--- src/hw/rtl/c2d_pkg.sv ---
`default_nettype none
package c2d_pkg;
  localparam int IMAGE_SIZE_D   = 28;
  localparam int KERNEL_SIZE_D  = 5;
  localparam int FILTER_COUNT_D = 20;
  localparam int FRAC_BITS_D    = 16;

  localparam logic [1:0] CMD_WEIGHT = 2'd0;
  localparam logic [1:0] CMD_BIAS   = 2'd1;
  localparam logic [1:0] CMD_PIXEL  = 2'd2;

  // controller to datapath
  typedef struct packed {
    logic load;      // capture input beat
    logic wr_weight;
    logic wr_bias;
    logic wr_pixel;
    logic clr_acc;   // start a new filter
    logic mac;       // accumulate one tap
    logic fin;       // finish filter into output register
    logic adv_pos;   // step pixel position
  } c2d_cmd_t;

  // datapath to controller
  typedef struct packed {
    logic win_full;
    logic tap_last;
    logic filt_last;
    logic out_busy;
  } c2d_sts_t;
endpackage
`default_nettype wire

--- src/hw/rtl/c2d_ctrl.sv ---
`default_nettype none
module c2d_ctrl import c2d_pkg::*; (
  input  wire logic       clk,
  input  wire logic       rst_n,
  input  wire logic       in_valid,
  input  wire logic [1:0] in_command,
  output logic            in_stall,
  input  wire c2d_sts_t   sts,
  output c2d_cmd_t        cmd
);
  typedef enum logic [4:0] {
    S_IDLE = 5'b00001,
    S_DEC  = 5'b00010,
    S_MAC  = 5'b00100,
    S_FIN  = 5'b01000,
    S_NEXT = 5'b10000
  } state_t;

  state_t state_r, state_nxt;
  logic [1:0] cmd_r;

  assign in_stall = (state_r != S_IDLE);

  // state register
  always_ff @(posedge clk) begin
    if (!rst_n) begin
      state_r <= S_IDLE;
    end else begin
      state_r <= state_nxt;
    end
    if (state_r == S_IDLE && in_valid) cmd_r <= in_command;
  end

  // sequencing
  always_comb begin
    state_nxt = state_r;
    cmd = '0;
    unique case (state_r)
      S_IDLE: begin
        if (in_valid) begin
          cmd.load = 1'b1;
          state_nxt = S_DEC;
        end
      end
      S_DEC: begin
        cmd.wr_weight = (cmd_r == CMD_WEIGHT);
        cmd.wr_bias   = (cmd_r == CMD_BIAS);
        cmd.wr_pixel  = (cmd_r == CMD_PIXEL);
        if (cmd_r == CMD_PIXEL && sts.win_full) begin
          cmd.clr_acc = 1'b1;
          state_nxt = S_MAC;
        end else begin
          cmd.adv_pos = (cmd_r == CMD_PIXEL);
          state_nxt = S_IDLE;
        end
      end
      S_MAC: begin
        cmd.mac = 1'b1;
        if (sts.tap_last) state_nxt = S_FIN;
      end
      S_FIN: begin
        if (!sts.out_busy) begin
          cmd.fin = 1'b1;
          state_nxt = S_NEXT;
        end
      end
      S_NEXT: begin
        if (sts.filt_last) begin
          cmd.adv_pos = 1'b1;
          state_nxt = S_IDLE;
        end else begin
          cmd.clr_acc = 1'b1;
          state_nxt = S_MAC;
        end
      end
      default: state_nxt = S_IDLE;
    endcase
  end
endmodule
`default_nettype wire

--- config.mk ---
export PLATFORM = sky130hd
export DESIGN_NAME = c2d_ctrl
export DESIGN_NICKNAME = d
export VERILOG_FILES = /design/src/hw/rtl/c2d_pkg.sv /design/src/hw/rtl/c2d_ctrl.sv
export SDC_FILE = /design/constraint.sdc
export NUM_CORES = 1
export LEC_CHECK = 0
export BUFFER_PORTS_ARGS = -buffer_cell sky130_fd_sc_hd__buf_2
export CAP_MARGIN = 10
export CORE_MARGIN = 2
export CORE_UTILIZATION = 25
export DETAILED_ROUTE_END_ITERATION = 8
export PLACE_DENSITY = 0.6
export REMOVE_ABC_BUFFERS = 1
export SYNTH_ARGS = -nofsm -noshare
export SYNTH_HDL_FRONTEND = slang
export SYNTH_SLANG_ARGS = --single-unit
--- constraint.sdc ---
create_clock -name clk -period 1.5 [get_ports clk]
set_input_delay 0 -clock clk [delete_from_list [all_inputs] [get_ports clk]]
set_output_delay 0 -clock clk [all_outputs]
set_load 0.01 [all_outputs]
-- Word-level counts from Yosys, hierarchy flattened
Cells that the tools add are included.
- register bits: 7
- output and inout bits: 9
- bits of input ports: 9
- logic and storage cells: 35
- reduce and logical (&&, ||, !) cells: 4
- mux-type cells: 18
- equality and inequality tests: 11
- operators with widths (kind ; count):
    5-bit one-hot mux with 5 select lines ; 1
    5-bit 2-to-1 mux ; 3
    1-bit 2-to-1 mux ; 9
    3-bit 2-to-1 mux ; 3
    2-bit inequality test (second input constant) ; 3
    5-bit by 1-bit equality test with 1-bit output (second input constant) ; 1
    5-bit by 2-bit equality test with 1-bit output (second input constant) ; 1
    5-bit by 3-bit equality test with 1-bit output (second input constant) ; 1
    5-bit by 4-bit equality test with 1-bit output (second input constant) ; 1
    5-bit equality test (second input constant) ; 1
    5-bit by 1-bit inequality test with 1-bit output (second input constant) ; 1
    1-bit one-hot mux with 2 select lines ; 2
    3-bit AND reduction ; 1
    2-bit by 1-bit equality test with 1-bit output (second input constant) ; 1
    2-bit equality test (second input constant) ; 1
    1-bit logical AND ; 2
    2-bit zero test ; 1

-- Logic depth before layout (Yosys ltp)
Gate-level depths: netlist of the first run.
- depth after elaboration: 4
- mapped depth: 5
- mapped depth without buffers: 5

-- Least setup slack after synthesis of the first run
No wires, ideal clock.
- kind: register -> register
- from: reg state_r[4]
- to: reg state_r[0]
- data arrival time: 1432 ps
- path slack: -66 ps
- stages on the path, launching flop included: 5
- library setup time: 135 ps
- clock period less this slack: 1566 ps
- path through: dfxtp_1 -> or3_4 -> nor3b_4 -> a211oi_1 -> or4b_1
- cells in the longest elaborated chain, start to end: 3
- ends and longest elaborated chain (what ; line ; text):
    start: declaration ; c2d_ctrl.sv:19 ; state_t state_r, state_nxt;
    start signal: assignment ; c2d_ctrl.sv:29 ; state_r <= state_nxt;
    5-bit by 3-bit equality test with 1-bit output, or another cell as far along ; c2d_ctrl.sv:38 ; unique case (state_r)
    2-bit inequality test (no line) ; - ;
    3-bit AND reduction (no line) ; - ;
Parallel ways exist; a longest one is shown, timed or not.
A chain may end at the register's enable or synchronous reset.

==> run metrics, run 1 <==
status=complete, but fails checks; failing checks=negative setup slack; cts bufs inserted=3; initial antenna violation count=0; clock-pin transition on the worst setup and hold timing paths=60 ps; HP Class=in -> reg; unrepaired setup endpoints after global routing=true; Final nets=87; Layout area overhead=73.4%; via count=442; PD cells=733 nW/um^2; DR WL/cell=12.3 um; Rel. slew slack=0.781; crit-path cells=or3b_4 -> or3_4 -> o2bb2ai_4 -> buf_6; cell family with most CP delay=simple AND/OR/NAND/NOR gates; largest net degree at the start of global routing=8; Die Ht=44.9 um; simple-gate share of the synthesized area=0.401; share of cells above drive strength 1=0.571; crit end category=primary output; setup_tns=-270 ps; placed cell area=576 sq um; critical-path maximum fanout=4; maximum vdd drop=0.000371 V; Netlist Area Pre-Place=418 sq um; first-pass GRT wire length=1.75 mm; clock buffer depth=2; Power Internal=384 uW; # Max-Cap Violations=0; total gr overflow=0; Vias/cell=4.75; Worst Skew=3.29 ps; post-synthesis sequential area ratio=0.383; All-Layer GR Usage=0.125; Max Slew Vio Count=0; Net Sw Frac=0.277; row count=14; critical path's largest stage delay=390 ps; largest family of logic cells by synthesized area=simple AND/OR/NAND/NOR gates; final wirelength=1.14 mm; fmax=614 MHz; post-synth top area cell=dfxtp_1; crit path DAT=1630 ps; Logic pwr share=0.249; Synthesis Warnings=0; DR pass1 iterations=2; Starting Density=0.271; H-tree depth=1; clock network power share=0.333; FF+latch count, synth=7; proportion of synthesized area in mux cells=0.0240; final hold violation count=0; Compound-Gate Fraction of Synth Area=0.117; worst setup margin=-128 ps; post-synthesis xor/xnor area fraction=0.0210; Slew @ Worst Pin=328 ps; power share of the sequential group=0.417; Setup WS pre-CTS=-80.5 ps; critical path's slowest cell=or3b_4; clock sink count=7; post-synthesis cell count=46; CTS tree=built; RePlAce Congestion=0.782; worst path required time=1500 ps; Synth cell types=27; Skew-Pair Late Insertion Delay=250 ps; Final Cycle Share=1.09; Setup Crit Path Kind=reg -> out; diode count=0; Tmin final=1630 ps; drc violations=0; die area=2010 sq um; Root Buffer=clkbuf_4; hpwl dp=808 um; Leak Pwr=0.000331 uW; vias in the first global route=418; Setup Viol. Count Final=3; Core Region=1540 sq um; P_sw=147 uW; Synth Area in Adders=0; Die X=44.9 um; Avg Cell Area, Syn=9.08 sq um; Startpoint Class=flop; total power=531 uW; IO Count=18; design area=724 sq um; ANT nets after route=0; port bufs=17; top cell type's share of synthesized area=0.240; Iteration-0 DRC Markers=2; WP buf/inv=1; largest cells by area after synthesis=dfxtp_1, edfxtp_1, o21ai_0, nor3b_4, nor4b_1; Post-CTS Setup Bufs=0
## layer usage
metal | up-vias | routed length, um | global-route usage
met5 | - | 0 | 0
met4 | 0 | 0 | 0.0529
met3 | 0 | 58 | 0.0440
li1 | 227 | - | -
met1 | 207 | 488 | 0.135
met2 | 8 | 592 | 0.220
## final timing paths
| kind | from | endpoint | slack, ps | cells past startpoint |
|---|---|---|---|---|
| worst max-delay path | state_r[1] | cmd[3] | -130 | 4 |
| worst min-delay path | sts[2] | state_r[2] | 70 | 3 |
| worst max register to register | state_r[1] | state_r[0] | -90 | 4 |
| worst min register to register | state_r[4] | state_r[3] | 570 | 2 |
## area by class of cell
class / count / area (sq um)
fillers: 152 / 817
multi-input cells: 34 / 297
repair buffers: 28 / 198
flip-flops and latches: 7 / 164
clock buffers: 4 / 26.3
inverters: 4 / 20.0
well taps: 16 / 20.0
## power by group through the flow
stage / Combinational [uW] / Sequential (uW) / Clock, uW
2_1_floorplan: 49.7 / 218 / 0
3_3_place_gp: 94.5 / 219 / 0
3_5_place_dp: 95.6 / 220 / 0
4_1_cts: 118 / 218 / 176
5_1_grt: 142 / 223 / 193
6_report: 132 / 221 / 177
## sequential cells by signal, indices dropped and copies added (netlist names)
register	flops
cmd_r	2
state_r	5
## synth_stat cells
cell       number
o2bb2ai_1       1
and2_1          1
xnor2_1         1
nand4b_1        1
nor4b_1         2
nand2_1         2
o21a_1          1
nor3_1          2
nor2_1          4
nor3b_1         2
and2b_2         1
buf_4           1
or4b_1          1
nor3b_4         1
edfxtp_1        2
inv_1           4
o21ai_0         4
or3_4           1
a211oi_1        1
or3_1           1
nor2b_1         1
a21oi_1         1
mux2i_1         1
dfxtp_1         5
nand3_1         2
and2b_1         1
or3b_1          1
## metrics by stage
stage	instances	util	hold WS, ps
after CTS	93	0.437	65.3
final	93	0.470	67.2
after global routing	93	0.470	78.6
after global placement	86	0.373	177
after floorplan	45	-	57.8
after detailed placement	86	0.373	179
## cell families after synthesis
group           Yosys count
mux                       1
buf+inv                   5
simple gates             24
flops                     7
xor+xnor                  1
compound gates            8
## worst reg2reg max path, delay by kind of cell (launching register included)
kind	cells	cell delay, ps
compound gates	1	60
simple gates	3	1070
flops	1	340
## repair_timing
action                     in CTS  in global routing
hold endpoints to repair        3                  0
setup endpoints to repair       9                  9
gates resized for setup        12                 10
hold buffers                    3                  0
pin swaps                       4                  1
## placed cells by master (no fill, tap or decap), types with 2 or more instances in the layout
cell type      instances
buf_2                 14
buf_4                  7
nor2_1                 4
o21ai_0                4
buf_6                  4
clkbuf_4               3
dlygate4sd3_1          3
dfxtp_2                3
nand3_1                2
inv_1                  2
or3_4                  2
inv_4                  2
edfxtp_1               2
dfxtp_1                2
(Power assumes the default switching activity.)
==> inputs of run 2 (changes only) <==
- REMOVE_ABC_BUFFERS: 1 -> not set
==> run 2 against run 1 <==
  * The flow still finishes with violations (negative setup slack)
  * Die area stayed put
  * Clock power is 7% lower
  * Sequential cell count stayed put
  * Register-to-register slack hardly changed
  * Count of clock-buffer cells in the layout stayed put
  * Utilization is 1.2 points higher
  * Non-clock buffer count is 4 higher
  * Maximum frequency is 0.91% higher
  * Critical endpoint unchanged
  * Worst setup slack better by 15 ps
==> run metrics, run 2 (same netlist as run 1, synthesis figures left out) <==
WP buf/inv=1; Tmin final=1610 ps; clock-pin transition on the worst setup and hold timing paths=50 ps; crit-path cells=or3b_4 -> or3_4 -> o2bb2ai_4 -> buf_6; Reg-to-Reg Start=state_r[1]; initial antenna violation count=0; die area=2010 sq um; unrepaired setup endpoints after global routing=true; hold_sp=sts[2]; Iteration-0 DRC Markers=8; Max Slew Vio Count=0; hpwl dp=867 um; Largest regs=state_r: 5 flops, cmd_r: 2 flops; first-pass GRT wire length=1.75 mm; Leak Pwr=0.000350 uW; Die Ht=44.9 um; clock sink count=7; vias in the first global route=446; Setup Viol. Count Final=8; diode count=0; syn nets=55; final hold violation count=0; Skew-Pair Late Insertion Delay=250 ps; fillers=141; port bufs=17; HP Class=in -> reg; flop2flop setup slack=-90 ps; final wirelength=1.18 mm; worst path required time=1500 ps; Layout area overhead=77.8%; Final Cycle Share=1.08; design area=743 sq um; H-tree depth=1; crit path DAT=1610 ps; commonest non-fill, non-tap cells in the layout=buf_2, buf_4, nor2_1, o21ai_0, dfxtp_2; Die X=44.9 um; Final nets=91; hold-critical path endpoint=state_r[2]; # Max-Cap Violations=0; status=complete, but fails checks; RePlAce Congestion=0.838; via count=469; IO Count=18; maximum vdd drop=0.000475 V; All-Layer GR Usage=0.123; Core Region=1540 sq um; Multi-input gate area=299 sq um; max reg flops=5; Starting Density=0.271; share of cells above drive strength 1=0.593; Biggest register=state_r; cts bufs inserted=3; Slew @ Worst Pin=258 ps; Vias/cell=4.84; final core occ=0.482; clock buffer depth=2; Critical R2R Capture=state_r[0]; Rel. slew slack=0.826; PD cells=692 nW/um^2; Worst Reg-to-Reg Cells=4; CTS tree=built; fmax=620 MHz; worst setup margin=-114 ps; row count=14; Startpoint Class=flop; DR WL/cell=12.1 um; register area=165 sq um; leading cell type in the layout, fill and taps excluded=buf_2; ANT nets after route=0; critical path's slowest cell=or3b_4; hold path depth=3; setup_tns=-358 ps; cell family with most CP delay=simple AND/OR/NAND/NOR gates; final hold slack=73.8 ps; critical-path maximum fanout=3; Worst Skew=4.08 ps; crit end category=primary output; Root Buffer=clkbuf_4; placed cell area=577 sq um; critical path's largest stage delay=390 ps; largest net degree at the start of global routing=7; total gr overflow=0; DR pass1 iterations=4; drc violations=0; total power=515 uW; Setup Crit Path Kind=reg -> out; failing checks=negative setup slack
-- run 2: through the flow --
stage	worst slack (ps)	std cells
after floorplan	-44.8	46
after global placement	-47.0	86
after detailed placement	-136	86
after CTS	-109	95
after global routing	-146	97
final	-114	97
-- run 2: area by class of cell --
cell class | count | area share
clock buffer | 4 | 0.0354
inverter | 4 | 0.0202
multi-input combinational | 34 | 0.402
sequential | 7 | 0.222
tap | 16 | 0.0269
timing repair buffer | 32 | 0.293
-- run 2: worst min-delay path, stage by stage --
cell and delay [ps]:
buf_2 80, nor2_1 40, o21a_1 150
-- run 2: worst max-delay path by stage --
stage,startpoint,to,slack [ps],cells after the start
3_5_place_dp,state_r[1],state_r[0],-140,4
6_report,state_r[1],cmd[3],-110,4
5_1_grt,state_r[4],cmd[3],-150,4
4_1_cts,state_r[1],cmd[3],-110,4
3_3_place_gp,state_r[1],state_r[0],-50,4
2_1_floorplan,state_r[1],state_r[0],-40,4
-- run 2: timing repair --
action	in CTS	in global routing
pin swaps	2	1
resized for setup	9	8
hold endpoints to repair	3	0
endpoints found under the setup margin	8	8
setup buffers	2	2
hold buffers	3	0
-- run 2: report_power, final --
| part | internal [uW] | switching, uW | total [uW] | leakage, uW |
|---|---|---|---|---|
| Clock | 101 | 63.9 | 165 | 0.0000150 |
| Combinational | 71.9 | 62.3 | 134 | 0.000274 |
| Sequential | 207 | 8.90 | 215 | 0.0000617 |
-- run 2: metal layers --
metal  GRT usage  part of all wire  vias up
met3      0.0240             0.039        4
met4      0.0706             0.012        0
met5           0                 0        -
li1            -                 -      234
met1       0.145              0.44      217
met2       0.206              0.51       14
==> inputs of run 3 (changes only) <==
- CORE_AREA: not set -> 4 4 41 43
- CORE_MARGIN: 2 -> not set
- CORE_UTILIZATION: 25 -> not set
- DIE_AREA: not set -> 0 0 45 47
- HOLD_SLACK_MARGIN: not set -> 0.15
- PLACE_DENSITY: 0.6 -> 0.7
==> run 3 against run 2 <==
  * The flow still finishes with violations (negative setup slack)
  * Sequential share of layout area fell by 0.82 points
  * Clock skew rose by 2.9 ps
  * Maximum frequency fell by 3.1%
  * Power rose by 4.5%
  * Clock power rose by 3%
  * Sequential power barely moved
  * Hold slack improved by 120 ps
==> run metrics, run 3 (same netlist as run 1, synthesis figures left out) <==
Largest regs=state_r: 5 flops, cmd_r: 2 flops; IO Count=18; status=complete, but fails checks; row count=13; hold path depth=4; Skew-Pair Late Insertion Delay=250 ps; crit end category=primary output; Non-Filler Instances=98; cts bufs inserted=3; clock buffer depth=2; hpwl dp=910 um; Biggest register=state_r; Rel. slew slack=0.767; Max Slew Vio Count=0; Net Sw Frac=0.268; HP Class=in -> reg; Final Cycle Share=1.11; Final nets=93; Root Buffer=clkbuf_4; Startpoint Class=flop; All-Layer GR Usage=0.138; final hold violation count=0; Starting Density=0.321; Critical R2R Capture=state_r[2]; CTS tree=built; clock network power share=0.317; H-tree depth=1; Leak Pwr=0.000356 uW; total power=538 uW; Setup Crit Path Kind=reg -> out; clock-pin transition on the worst setup and hold timing paths=60 ps; initial antenna violation count=0; unrepaired setup endpoints after global routing=true; DR pass1 iterations=4; Die X=45 um; Layout area overhead=83.2%; clock sink count=7; diode count=0; syn nets=55; Logic pwr share=0.279; vias in the first global route=508; maximum vdd drop=0.000368 V; Tmin final=1670 ps; power share of the sequential group=0.405; Vias/cell=4.90; Setup Viol. Count Final=5; Worst Reg-to-Reg Cells=6; Slew @ Worst Pin=348 ps; worst setup margin=-165 ps; ANT nets after route=0; first-pass GRT wire length=2.01 mm; # Max-Cap Violations=0; Reg-to-Reg Start=state_r[2]; drc violations=0; Worst Skew=6.95 ps; commonest non-fill, non-tap cells in the layout=buf_2, buf_4, dlygate4sd3_1; PD cells=702 nW/um^2; Iteration-0 DRC Markers=4; DR WL/cell=14.1 um; leading cell type in the layout, fill and taps excluded=buf_2; RePlAce Congestion=0.879; Core Region=1300 sq um; crit path DAT=1670 ps; share of cells above drive strength 1=0.542; worst path required time=1500 ps; total gr overflow=0; Die Ht=47 um; largest net degree at the start of global routing=8; fmax=601 MHz; P_sw=144 uW; via count=480; hold_sp=sts[1]; hold-critical path endpoint=state_r[0]; port bufs=17; max reg flops=5; flop2flop setup slack=-160 ps; die area=2120 sq um; fillers=125; placed insts=85; critical-path maximum fanout=4; final wirelength=1.39 mm; Power Internal=393 uW; failing checks=negative setup slack
-- run 3: how the worst max path moves through the flow --
stage               depth (start not counted)  startpoint         end  slack, ps
floorplan                                   4  state_r[1]  state_r[0]        -40
global placement                            4  state_r[1]  state_r[0]        -50
detailed placement                          4  state_r[1]  state_r[0]       -100
CTS                                         4  state_r[1]      cmd[3]       -120
global route                                4  state_r[1]      cmd[3]       -200
finish                                      4  state_r[2]      cmd[3]       -170
-- run 3: per-layer routing --
layer | track usage | wire length (um)
met1 | 0.141 | 485
met2 | 0.234 | 790
met3 | 0.0230 | 81
met4 | 0.140 | 28
met5 | 0 | 0
-- run 3: critical path, cell delays in order (launching register included) --
cell	delay (ps)
dfxtp_2	340
or3b_4	370
or3_4	390
o2bb2ai_4	180
buf_6	130
-- run 3: power by group through the flow --
stage	registers (uW)	clock network, uW	logic [uW]
5_1_grt	219	183	162
6_report	218	170	150
4_1_cts	216	177	135
2_1_floorplan	219	0	49.4
3_3_place_gp	217	0	101
3_5_place_dp	219	0	105
-- run 3: per-stage QoR --
stage                     utilization  instance area, sq um  setup slack, ps  hold WS [ps]  TNS (ps)
after floorplan                     -                   419            -44.8          57.8     -44.8
after global placement          0.442                   576            -51.0           176     -51.0
after detailed placement        0.442                   576            -96.9           179      -187
after CTS                       0.544                   708             -124           186      -435
after global routing            0.588                   766             -202           248      -931
final                           0.588                   766             -165           197      -513
-- run 3: final cells by class --
class | count | area [sq um] | area share
clock buffer | 4 | 26.3 | 0.0343
inverter | 4 | 20.0 | 0.0261
sequential | 7 | 164 | 0.214
timing repair buffer | 34 | 253 | 0.330
tap | 15 | 18.8 | 0.0245
multi-input combinational | 34 | 284 | 0.371
-- run 3: what timing repair did --
action	4_1_cts	5_1_grt
gates cloned	0	0
pin swaps	4	4
hold buffers	7	0
hold endpoints to repair	9	0
buffers inserted	1	1
endpoints found under the setup margin	8	11
resized for setup	9	10
